`src/rtl/ocfm_pkg.sv`:
```
package ocfm_pkg;

    typedef enum logic [2:0] {
        MODE_OFF     = 3'd0,
        MODE_NORMAL  = 3'd1,
        MODE_FILTER  = 3'd2,
        MODE_FAULT   = 3'd3,
        MODE_INHIBIT = 3'd4
    } mode_t;

    localparam logic [1:0] STATUS_OFF      = 2'd0;
    localparam logic [1:0] STATUS_CHARGING = 2'd1;

    localparam int THRESHOLD_BITS = 16;
    localparam int TICKS_BITS     = 16;
    localparam int COUNT_BITS     = 8;
    localparam int DATA_BITS      = 32;
    localparam int ADDR_BITS      = 4;
    localparam int REG_IDX_BITS   = 2;

    localparam logic [REG_IDX_BITS-1:0] REG_THRESHOLD    = 2'd0;
    localparam logic [REG_IDX_BITS-1:0] REG_FILTER_TICKS = 2'd1;
    localparam logic [REG_IDX_BITS-1:0] REG_RETRY_TICKS  = 2'd2;
    localparam logic [REG_IDX_BITS-1:0] REG_FAULT_LIMIT  = 2'd3;

    localparam logic [THRESHOLD_BITS-1:0] THRESHOLD_RESET    = 16'd65535;
    localparam logic [TICKS_BITS-1:0]     FILTER_TICKS_RESET = 16'd10;
    localparam logic [TICKS_BITS-1:0]     RETRY_TICKS_RESET  = 16'd100;
    localparam logic [COUNT_BITS-1:0]     FAULT_LIMIT_RESET  = 8'd3;

    typedef struct packed {
        logic [THRESHOLD_BITS-1:0] current_threshold;
        logic [TICKS_BITS-1:0]     filter_ticks;
        logic [TICKS_BITS-1:0]     retry_ticks;
        logic [COUNT_BITS-1:0]     fault_limit;
    } cfg_t;

    typedef struct packed {
        logic  fault_flag;
        mode_t mode;
    } result_t;

endpackage

```
`src/rtl/ocfm_regs.sv`:
```
module ocfm_regs (
    input  logic                                aclk,
    input  logic                                aresetn,
    input  logic                                psel,
    input  logic                                penable,
    input  logic                                pwrite,
    input  logic [ocfm_pkg::ADDR_BITS-1:0]      paddr,
    input  logic [ocfm_pkg::DATA_BITS-1:0]      pwdata,
    output logic [ocfm_pkg::DATA_BITS-1:0]      prdata,
    output ocfm_pkg::cfg_t                      cfg
);

    ocfm_pkg::cfg_t                        cfg_reg;
    ocfm_pkg::cfg_t                        cfg_next;
    logic [ocfm_pkg::REG_IDX_BITS-1:0]     reg_idx;
    logic                                  wr_en;

    assign reg_idx = paddr[ocfm_pkg::REG_IDX_BITS+1:2];
    assign wr_en   = psel && penable && pwrite;

    always_comb begin
        cfg_next = cfg_reg;
        if (wr_en) begin
            case (reg_idx)
                ocfm_pkg::REG_THRESHOLD:
                    cfg_next.current_threshold = pwdata[ocfm_pkg::THRESHOLD_BITS-1:0];
                ocfm_pkg::REG_FILTER_TICKS:
                    cfg_next.filter_ticks = pwdata[ocfm_pkg::TICKS_BITS-1:0];
                ocfm_pkg::REG_RETRY_TICKS:
                    cfg_next.retry_ticks = pwdata[ocfm_pkg::TICKS_BITS-1:0];
                ocfm_pkg::REG_FAULT_LIMIT:
                    cfg_next.fault_limit = pwdata[ocfm_pkg::COUNT_BITS-1:0];
                default: begin
                    cfg_next = cfg_reg;
                end
            endcase
        end
    end

    always_ff @(posedge aclk) begin
        if (!aresetn) begin
            cfg_reg.current_threshold <= ocfm_pkg::THRESHOLD_RESET;
            cfg_reg.filter_ticks      <= ocfm_pkg::FILTER_TICKS_RESET;
            cfg_reg.retry_ticks       <= ocfm_pkg::RETRY_TICKS_RESET;
            cfg_reg.fault_limit       <= ocfm_pkg::FAULT_LIMIT_RESET;
        end else begin
            cfg_reg <= cfg_next;
        end
    end

    // Zero-extend the selected register onto the read bus.
    always_comb begin
        case (reg_idx)
            ocfm_pkg::REG_THRESHOLD:
                prdata = ocfm_pkg::DATA_BITS'(cfg_reg.current_threshold);
            ocfm_pkg::REG_FILTER_TICKS:
                prdata = ocfm_pkg::DATA_BITS'(cfg_reg.filter_ticks);
            ocfm_pkg::REG_RETRY_TICKS:
                prdata = ocfm_pkg::DATA_BITS'(cfg_reg.retry_ticks);
            ocfm_pkg::REG_FAULT_LIMIT:
                prdata = ocfm_pkg::DATA_BITS'(cfg_reg.fault_limit);
            default: begin
                prdata = '0;
            end
        endcase
    end

    assign cfg = cfg_reg;

endmodule

```
`src/rtl/ocfm_core.sv`:
```
module ocfm_core #(
    parameter int TIMER_BITS  = 16,
    parameter int SAMPLE_BITS = 16
) (
    input  logic                   aclk,
    input  logic                   aresetn,
    input  logic                   advance,
    input  logic [1:0]             status,
    input  logic [SAMPLE_BITS-1:0] sample,
    input  ocfm_pkg::cfg_t         cfg,
    output ocfm_pkg::result_t      result
);

    localparam int CMP_BITS =
        (SAMPLE_BITS > ocfm_pkg::THRESHOLD_BITS) ? SAMPLE_BITS : ocfm_pkg::THRESHOLD_BITS;
    localparam int TCMP_BITS =
        (TIMER_BITS > ocfm_pkg::TICKS_BITS) ? TIMER_BITS : ocfm_pkg::TICKS_BITS;

    logic                               started_reg;
    ocfm_pkg::mode_t                    mode_reg;
    ocfm_pkg::mode_t                    mode_next;
    logic [ocfm_pkg::COUNT_BITS-1:0]    fault_count_reg;
    logic [ocfm_pkg::COUNT_BITS-1:0]    fault_count_next;
    logic [TIMER_BITS-1:0]              filter_timer_reg;
    logic [TIMER_BITS-1:0]              filter_timer_next;
    logic [TIMER_BITS-1:0]              retry_timer_reg;
    logic [TIMER_BITS-1:0]              retry_timer_next;

    logic                               over;
    logic [TIMER_BITS-1:0]              filter_adv;
    logic [TIMER_BITS-1:0]              retry_adv;
    logic                               filter_done;
    logic                               retry_done;
    logic                               below_limit;
    logic [ocfm_pkg::COUNT_BITS-1:0]    count_inc;
    logic                               fired;

    assign over = CMP_BITS'(sample) >= CMP_BITS'(cfg.current_threshold);

    // Running timers advance first and saturate at all ones.
    assign filter_adv = (mode_reg == ocfm_pkg::MODE_FILTER && filter_timer_reg != '1)
                      ? filter_timer_reg + TIMER_BITS'(1) : filter_timer_reg;
    assign retry_adv  = (mode_reg == ocfm_pkg::MODE_FAULT && retry_timer_reg != '1)
                      ? retry_timer_reg + TIMER_BITS'(1) : retry_timer_reg;

    assign filter_done = TCMP_BITS'(filter_adv) >= TCMP_BITS'(cfg.filter_ticks);
    assign retry_done  = TCMP_BITS'(retry_adv) >= TCMP_BITS'(cfg.retry_ticks);
    assign below_limit = fault_count_reg < cfg.fault_limit;
    assign count_inc   = (fault_count_reg != '1)
                       ? fault_count_reg + ocfm_pkg::COUNT_BITS'(1) : fault_count_reg;

    always_comb begin
        mode_next         = mode_reg;
        fault_count_next  = fault_count_reg;
        filter_timer_next = filter_adv;
        retry_timer_next  = retry_adv;
        fired             = 1'b0;

        if (!started_reg) begin
            mode_next         = ocfm_pkg::MODE_OFF;
            fault_count_next  = '0;
            filter_timer_next = '0;
            retry_timer_next  = '0;
        end else begin
            case (mode_reg)
                ocfm_pkg::MODE_OFF: begin
                    if (status == ocfm_pkg::STATUS_CHARGING) begin
                        if (over) begin
                            mode_next         = ocfm_pkg::MODE_FILTER;
                            filter_timer_next = '0;
                        end else begin
                            mode_next        = ocfm_pkg::MODE_NORMAL;
                            fault_count_next = '0;
                        end
                    end
                    // Off already holds everything cleared; fired stays low harmlessly.
                end
                ocfm_pkg::MODE_NORMAL: begin
                    if (over) begin
                        mode_next         = ocfm_pkg::MODE_FILTER;
                        filter_timer_next = '0;
                        fired             = 1'b1;
                    end
                end
                ocfm_pkg::MODE_FILTER: begin
                    if (!over) begin
                        mode_next         = ocfm_pkg::MODE_NORMAL;
                        filter_timer_next = '0;
                        fault_count_next  = '0;
                        fired             = 1'b1;
                    end else if (filter_done) begin
                        mode_next         = ocfm_pkg::MODE_FAULT;
                        filter_timer_next = '0;
                        retry_timer_next  = '0;
                        fault_count_next  = count_inc;
                        fired             = 1'b1;
                    end
                end
                ocfm_pkg::MODE_FAULT, ocfm_pkg::MODE_INHIBIT: begin
                    if (mode_reg == ocfm_pkg::MODE_FAULT && !below_limit) begin
                        mode_next        = ocfm_pkg::MODE_INHIBIT;
                        retry_timer_next = '0;
                        fired            = 1'b1;
                    end else if (below_limit && retry_done) begin
                        retry_timer_next = '0;
                        fired            = 1'b1;
                        if (over) begin
                            mode_next         = ocfm_pkg::MODE_FILTER;
                            filter_timer_next = '0;
                        end else begin
                            mode_next        = ocfm_pkg::MODE_NORMAL;
                            fault_count_next = '0;
                        end
                    end
                end
                default: begin
                    mode_next = ocfm_pkg::MODE_OFF;
                end
            endcase

            // Status off drops any active state back to Off unless a transition fired.
            if (mode_reg != ocfm_pkg::MODE_OFF && !fired
                    && status == ocfm_pkg::STATUS_OFF) begin
                mode_next         = ocfm_pkg::MODE_OFF;
                fault_count_next  = '0;
                filter_timer_next = '0;
                retry_timer_next  = '0;
            end
        end
    end

    always_ff @(posedge aclk) begin
        if (!aresetn) begin
            started_reg      <= 1'b0;
            mode_reg         <= ocfm_pkg::MODE_OFF;
            fault_count_reg  <= '0;
            filter_timer_reg <= '0;
            retry_timer_reg  <= '0;
        end else if (advance) begin
            started_reg      <= 1'b1;
            mode_reg         <= mode_next;
            fault_count_reg  <= fault_count_next;
            filter_timer_reg <= filter_timer_next;
            retry_timer_reg  <= retry_timer_next;
        end
    end

    assign result.mode       = mode_next;
    assign result.fault_flag = (mode_next == ocfm_pkg::MODE_FAULT)
                            || (mode_next == ocfm_pkg::MODE_INHIBIT);

endmodule

```
`src/rtl/overcurrent_fault_monitor.sv`:
```
// Channel   Direction  Ports                                       Meaning
// s_        in         s_valid s_ready s_charger_status             one tick request
//                      s_current_sample
// m_        out        m_valid m_ready m_fault_flag m_monitor_state one result per tick
// apb       in/out     psel penable pwrite paddr pwdata prdata      threshold, timers,
//                      pready                                       fault limit
//
// Cycles: one request per cycle sustained unless a held result stalls; a taken request
//   loads the input register, and an advance loads its result into the result register.
// The monitor state update is one compare-and-select step between the two
//   registers.
// Reset: synchronous on aresetn low; pipeline empty, machine not yet started,
//   registers at their reset values.
// Stalls: a held result keeps one request parked in the input register;
//   s_ready drops only when both stages are full and m_ready is low.
module overcurrent_fault_monitor #(
    parameter int TIMER_BITS  = 16,
    parameter int SAMPLE_BITS = 16
) (
    input  logic                                aclk,
    input  logic                                aresetn,

    input  logic                                s_valid,
    output logic                                s_ready,
    input  logic [1:0]                          s_charger_status,
    input  logic [SAMPLE_BITS-1:0]              s_current_sample,

    output logic                                m_valid,
    input  logic                                m_ready,
    output logic                                m_fault_flag,
    output logic [2:0]                          m_monitor_state,

    input  logic                                psel,
    input  logic                                penable,
    input  logic                                pwrite,
    input  logic [ocfm_pkg::ADDR_BITS-1:0]      paddr,
    input  logic [ocfm_pkg::DATA_BITS-1:0]      pwdata,
    output logic [ocfm_pkg::DATA_BITS-1:0]      prdata,
    output logic                                pready
);

    ocfm_pkg::cfg_t         cfg;
    ocfm_pkg::result_t      result;

    // Input register: holds one request until the core takes it.
    logic                   in_valid_reg;
    logic                   in_valid_next;
    logic [1:0]             in_status_reg;
    logic [SAMPLE_BITS-1:0] in_sample_reg;

    // Result register: holds one result until the sink takes it.
    logic                   out_valid_reg;
    logic                   out_valid_next;
    logic                   out_fault_flag_reg;
    logic [2:0]             out_state_reg;

    logic                   advance;
    logic                   take;

    // Advance the core when a request is held and the result slot is free or being emptied.
    assign advance = in_valid_reg && (!out_valid_reg || m_ready);
    assign s_ready = !in_valid_reg || advance;
    assign take    = s_valid && s_ready;

    always_comb begin
        in_valid_next = in_valid_reg;
        if (take) begin
            in_valid_next = 1'b1;
        end else if (advance) begin
            in_valid_next = 1'b0;
        end

        out_valid_next = out_valid_reg;
        if (advance) begin
            out_valid_next = 1'b1;
        end else if (m_ready) begin
            out_valid_next = 1'b0;
        end
    end

    always_ff @(posedge aclk) begin
        if (!aresetn) begin
            in_valid_reg  <= 1'b0;
            out_valid_reg <= 1'b0;
        end else begin
            in_valid_reg  <= in_valid_next;
            out_valid_reg <= out_valid_next;
        end
    end

    // Payload registers: load on their enables, no reset.
    always_ff @(posedge aclk) begin
        if (take) begin
            in_status_reg <= s_charger_status;
            in_sample_reg <= s_current_sample;
        end
        if (advance) begin
            out_fault_flag_reg <= result.fault_flag;
            out_state_reg      <= result.mode;
        end
    end

    ocfm_regs u_regs (
        .aclk    (aclk),
        .aresetn (aresetn),
        .psel    (psel),
        .penable (penable),
        .pwrite  (pwrite),
        .paddr   (paddr),
        .pwdata  (pwdata),
        .prdata  (prdata),
        .cfg     (cfg)
    );

    ocfm_core #(
        .TIMER_BITS  (TIMER_BITS),
        .SAMPLE_BITS (SAMPLE_BITS)
    ) u_core (
        .aclk    (aclk),
        .aresetn (aresetn),
        .advance (advance),
        .status  (in_status_reg),
        .sample  (in_sample_reg),
        .cfg     (cfg),
        .result  (result)
    );

    assign pready          = 1'b1;
    assign m_valid         = out_valid_reg;
    assign m_fault_flag    = out_fault_flag_reg;
    assign m_monitor_state = out_state_reg;

endmodule

```
`config.mk`:
```
export PLATFORM = sky130hd
export DESIGN_NAME = overcurrent_fault_monitor
export DESIGN_NICKNAME = d
export VERILOG_FILES = /design/src/rtl/ocfm_pkg.sv /design/src/rtl/ocfm_regs.sv /design/src/rtl/ocfm_core.sv /design/src/rtl/overcurrent_fault_monitor.sv
export SDC_FILE = /design/constraint.sdc
export NUM_CORES = 1
export LEC_CHECK = 0
export BUFFER_PORTS_ARGS = -buffer_cell sky130_fd_sc_hd__buf_4
export CAP_MARGIN = 40
export CORE_UTILIZATION = 60
export DETAILED_ROUTE_END_ITERATION = 12
export GPL_TIMING_DRIVEN = 0
export PLACE_DENSITY = 0.83
export SKIP_CTS_REPAIR_TIMING = 1
export SLEW_MARGIN = 20
export SYNTH_ARGS = -nofsm -noshare
export SYNTH_HDL_FRONTEND = slang
export SYNTH_SLANG_ARGS = --single-unit
```
`constraint.sdc`:
```
create_clock -name aclk -period 7.2 [get_ports aclk]
set_input_delay 0.72 -clock aclk [delete_from_list [all_inputs] [get_ports aclk]]
set_output_delay 0.72 -clock aclk [all_outputs]
set_load 0.02 [all_outputs]
```
==> reports/results.ini, run 1 <==
[timing]
setup_viol = 0
clock_skew_ns = 0.00930
post-route-period-util_pct = 71.9
tns_ns = 0
max_freq_mhz = 193
rsz0062_at_grt = false
max_slew_margin_pct = 46.5
worst_slack_ns = 2.03
worstMarginPinSlew_ns = 0.802
holdWs_ns = 0.468
slew_viol_final = 0
final_hold_viol_count = 0
period_needed_ns = 5.17

[finish]
final_cells = 1109
layout-drive-gt1-share_pct = 16.5
nNetsFinal = 1047
largest_reg_flops = 56
final_core_util_pct = 72.7
antennaDiodeCount = 0
syn_to_final_growth_pct = 17.5

[job]
max-cap-violations = 0

[global_routing]
grtUsageTotal_pct = 31.2
grt_antenna_before_repair = 0
grt_pass1_vias = 6252
grt_overflow = 0
grt_max_degree = 19
grt_pass1_wl_mm = 30.8

[yosys]
ys_top_cells_by_count = nand2_1, dfxtp_1, inv_1
syn-cell-area_um2 = 7460
syn_inst = 828
synth_area_per_cell_um2 = 9.01
yosys.area.top_type = dfxtp_1
async_flop_share_pct = 0
ys_seq_area_share_pct = 36.2
yosysMostFrequentCell = nand2_1
netlist_top_cells_area = dfxtp_1, ha_1, edfxtp_1
synth.distinct_cells = 71
synth_ff_type = dfxtp_1
synth_edf_count = 22
synth_top_area_share_pct = 27.4
yosysWarningCount = 0
synth_seq_cells = 124

[critical_path]
critical_path_class = flip-flop to flip-flop
worst-path-buf-inv = 3
cp_data_required_time_ns = 7.54
cp_cell_sequence = clkbuf_1 > nand3_1 > o21bai_1 > nor3_1 > nand3_1 > xnor2_1 > ha_1 > nand4_1 > nor3_1 > a22oi_1 > a31oi_4 > a2111oi_4 > a21boi_2 > buf_6 > buf_2 > nand4_1 > o211ai_1
critPathLaunchType = flip-flop
arrival_ns = 5.52
slowest_delay_ns = 0.59
critPathMaxFanout = 10
path_delay_family = simple AND/OR/NAND/NOR gates
end_kind = flip-flop
crit_slowest_cell = nor3_1

[worst_hold_path]
hold_path_class = primary input to flip-flop

[pwr]
powerDensity_nw_per_um2 = 191
peakVddDrop_mv = 0.181
p_leak_nw = 3.73

[route]
ant_nets = 0
routed_wl_mm = 19.1
dr_total_vias = 6545
drtIter0Drc = 532
detail_route.wl_per_cell_um = 17.2
first_pass_iters = 5
avgViaCountPerCell = 5.90
drc = 0

[die]
fp.dieArea_um2 = 12900
die_height_um = 114
dieWidth_um = 114
start_util_pct = 61.9
rows = 40
core_area_um2 = 12100
ioPinCount = 100

[outcome]
status = complete, no violations

[clock_tree]
htree_levels = 4
clockRootBuffer = clkbuf_16
cts_made_buffers = 17
clkLatencyLatePin_ns = 0.43
numClockSinks = 124
clk_transition_reported_paths_ns = 0.06
clockBufferDepth = 2
tritoncts = built

[placement]
dp_cells = 1076
dp_slack_ns = 2.28
place_congestion = 0.906
port_buffers = 64
dp.final_hpwl_mm = 14.2

-- layout by cell type, fill, tap and decap left out, types with 4 or more instances in the layout --
cell and n:
nor2_1 29, o21a_1 4, and2_1 12, o21ai_0 20, buf_2 4, and3_1 9, dfxtp_1 102, nor3_1 11
and4_1 6, a32o_1 11, o211ai_1 32, conb_1 17, edfxtp_1 22, a21oi_1 22, nand2_1 129, inv_1 66
clkbuf_16 17, mux2i_1 19, nand3_1 27, a22o_1 12, xor2_1 11, mux4_2 8, o2111ai_1 5, nand4_1 23
clkbuf_1 33, nand2b_1 7, a21boi_0 31, nor2b_1 16, clkinv_2 5, buf_4 82, ha_1 58, xnor2_1 15
or2_2 6
-- logic make-up after synthesis --
| group | synth area share, % |
|---|---|
| AOI/OAI and AO/OA | 18.7 |
| xor gates and xnor gates | 3.05 |
| adders and majority gates | 9.73 |
| buffers and inverters | 7.40 |
| DFF | 36.2 |
| muxes | 5.27 |
| other | 0.101 |
| and+or+nand+nor | 19.5 |
-- metrics by stage --
stage | instance area (um2) | total power [mW]
2_1_floorplan | 7520 | 0.832
3_5_place_dp | 8210 | 0.892
6_report | 8760 | 1.67
3_3_place_gp | 8210 | 0.889
5_1_grt | 8760 | 1.71
4_1_cts | 8750 | 1.67
-- routing by layer --
layer	vias to the layer above	routed length, um	GRT usage [%]
li1	3134	-	-
met1	3058	8130	39.7
met2	301	8900	50.9
met3	52	1470	7.49
met4	0	582	13.1
met5	-	0	0
-- worst paths after layout --
check                              start                          end  slack [ns]  depth (start not counted)
min reg2reg  u_core.filter_timer_reg[15]  u_core.filter_timer_reg[15]        0.47                          2
max reg2reg           u_core.mode_reg[0]    u_core.fault_count_reg[4]        2.03                         17
min                  s_current_sample[0]             in_sample_reg[0]        0.47                          1
max                   u_core.mode_reg[0]    u_core.fault_count_reg[4]        2.03                         17
-- final cells by class --
class                   count  area, um2
fillers                   880       3300
clock inverters            12       98.8
plain buffers              55        304
clock buffers              20        437
well taps                 168        210
inverters                  66        248
repair buffers             66        500
multi-input cells         598       4260
flip-flops and latches    124       2700
-- where the power goes --
group	internal (mW)	switching, mW
sequential	0.720	0.00697
clock	0.470	0.319
combinational	0.0643	0.0905
(Power assumes the default switching activity.)
==> inputs of run 2 (changes only) <==
--- a/config.mk
+++ b/config.mk
@@ -7,10 +7,10 @@
 export LEC_CHECK = 0
 export BUFFER_PORTS_ARGS = -buffer_cell sky130_fd_sc_hd__buf_4
 export CAP_MARGIN = 40
-export CORE_UTILIZATION = 60
+export CORE_UTILIZATION = 59
 export DETAILED_ROUTE_END_ITERATION = 12
 export GPL_TIMING_DRIVEN = 0
-export PLACE_DENSITY = 0.83
+export PLACE_DENSITY = 0.81
 export SKIP_CTS_REPAIR_TIMING = 1
 export SLEW_MARGIN = 20
 export SYNTH_ARGS = -nofsm -noshare
==> constraint.sdc (replaced) <==
create_clock -name aclk -period 5.1 [get_ports aclk]
set_input_delay 0.51 -clock aclk [delete_from_list [all_inputs] [get_ports aclk]]
set_output_delay 0.51 -clock aclk [all_outputs]
set_load 0.02 [all_outputs]
==> run 2 against run 1 <==
Net effect:
- die area increased by 1.7%
- register-to-register slack lost 1.7 ns
- count of clock-buffer cells in the layout rose by 3
- design area up 0.79%
- hold slack worse by 0.22 ns
- sequential power rose by 42%
- clock skew down 0.00054 ns
- critical endpoint is now u_core.fault_count_reg[5]
- largest cell class unchanged
==> reports/results.ini, run 2 (synthesis results as in run 1) <==
[placement]
placed_area_um2 = 8210
dp.final_hpwl_mm = 14.2
dp_slack_ns = 0.238
place_congestion = 0.897
dp_cells = 1076
port_buffers = 64

[clock_tree]
clockRootBuffer = clkbuf_16
tritoncts = built
clockBufferDepth = 2
htree_levels = 4
clkLatencyLatePin_ns = 0.43
numClockSinks = 124
clk_transition_reported_paths_ns = 0.06
cts_made_buffers = 17

[timing]
setup_viol = 0
tns_ns = 0
clock_skew_ns = 0.00876
final_hold_viol_count = 0
worstMarginPinSlew_ns = 0.856
worst_slack_ns = 0.347
max_slew_margin_pct = 42.2
slew_viol_final = 0
rsz0062_at_grt = false
period_needed_ns = 4.75
post-route-period-util_pct = 93.2
max_freq_mhz = 210

[die]
dieWidth_um = 114
start_util_pct = 61.3
core_area_um2 = 12200
ioPinCount = 100
die_height_um = 114
rows = 40
fp.dieArea_um2 = 13100

[critical_path]
critical_path_class = flip-flop to flip-flop
cp_data_required_time_ns = 5.45
critPathMaxFanout = 10
crit_slowest_cell = a21boi_2
cp_cell_sequence = buf_2 > nand2b_4 > or2_4 > a41oi_1 > and3_1 > and4_1 > nor2b_1 > or2_2 > ha_1 > and4_1 > o21ai_0 > o221ai_1 > a211o_2 > a211oi_2 > a21boi_2 > buf_6 > buf_2 > nand4_1 > o211ai_1
arrival_ns = 5.10
slowest_delay_ns = 0.41
end_kind = flip-flop
critPathLaunchType = flip-flop
reg2reg_depth = 19

[global_routing]
grtUsageTotal_pct = 31.3
grt_pass1_wl_mm = 31.1
grt_max_degree = 19
grt_pass1_vias = 6359
grt_overflow = 0
grt_antenna_before_repair = 0

[finish]
syn_to_final_growth_pct = 18.4
final_cell_mix = nand2_1, dfxtp_1, buf_4, inv_1, ha_1
antennaDiodeCount = 0
stdcell_area_um2 = 8830
final_cells = 1109
largest_reg_flops = 56
layout_commonest_cell = nand2_1
layout-drive-gt1-share_pct = 17.1
fillers = 913
nNetsFinal = 1047

[pwr]
p_total_mw = 2.45
powerDensity_nw_per_um2 = 277
p_leak_nw = 3.76
peakVddDrop_mv = 0.272

[outcome]
status = complete, no violations

[worst_hold_path]
hold-path-cell-count = 1
hold_path_class = primary input to flip-flop

[route]
drtIter0Drc = 601
dr_total_vias = 6496
avgViaCountPerCell = 5.86
routed_wl_mm = 19.0
ant_nets = 0
detail_route.wl_per_cell_um = 17.1
first_pass_iters = 5
drc = 0

[job]
max-cap-violations = 0

run 2: cell types whose count changed in the layout (fill, tap and decap cells not counted), sizes merged:
cell | previous run | this run
clkbuf | 50 | 53
clkinv | 6 | 5
inv | 68 | 67
clkinvlp | 3 | 2
run 2: routing by layer:
metal / up-vias / track usage (%) / share of wire (%) / wire length [um]
li1: 3133 / - / - / -
met1: 3009 / 40.2 / 42 / 8070
met2: 297 / 51.1 / 47 / 8900
met3: 57 / 7.52 / 7.9 / 1500
met4: 0 / 12.2 / 2.7 / 515
met5: - / 0 / 0 / 0
run 2: power breakdown:
group | internal [mW] | switching (mW) | total [mW]
registers | 1.02 | 0.00947 | 1.03
clock network | 0.749 | 0.454 | 1.20
logic | 0.0907 | 0.127 | 0.217
total | 1.86 | 0.590 | 2.45
run 2: cell type report:
class	count	area, um2	share of cell area [%]
Clock inverter	9	82.6	0.935
Tap cell	168	210	2.38
Multi-Input combinational cell	598	4270	48.4
Buffer	55	305	3.46
Timing Repair Buffer	66	500	5.67
Inverter	66	248	2.80
Clock buffer	23	509	5.77
Sequential cell	124	2700	30.6
run 2: path summary, 6_finish.rpt:
kind / from / endpoint / slack (ns)
setup / recovery: u_core.mode_reg[2] / u_core.fault_count_reg[5] / 0.35
hold / removal: s_current_sample[0] / in_sample_reg[0] / 0.25
setup reg to reg: u_core.mode_reg[2] / u_core.fault_count_reg[5] / 0.35
hold reg to reg: u_core.filter_timer_reg[15] / u_core.filter_timer_reg[15] / 0.48
run 2: per-stage QoR:
stage	hold slack [ns]	util, %
6_report	0.250	72.6
5_1_grt	0.236	72.6
4_1_cts	0.246	72.4
3_5_place_dp	0.467	67.5
3_3_place_gp	0.459	67.5
2_1_floorplan	0.444	-
run 2: critical path, delay by kind of cell (launching register included):
| family | cells | cell delay, ns |
|---|---|---|
| and+or+nand+nor | 8 | 1.74 |
| AOI/OAI and AO/OA | 7 | 1.67 |
| adders and majority gates | 1 | 0.32 |
| buffers and inverters | 3 | 0.66 |
| DFF | 1 | 0.30 |
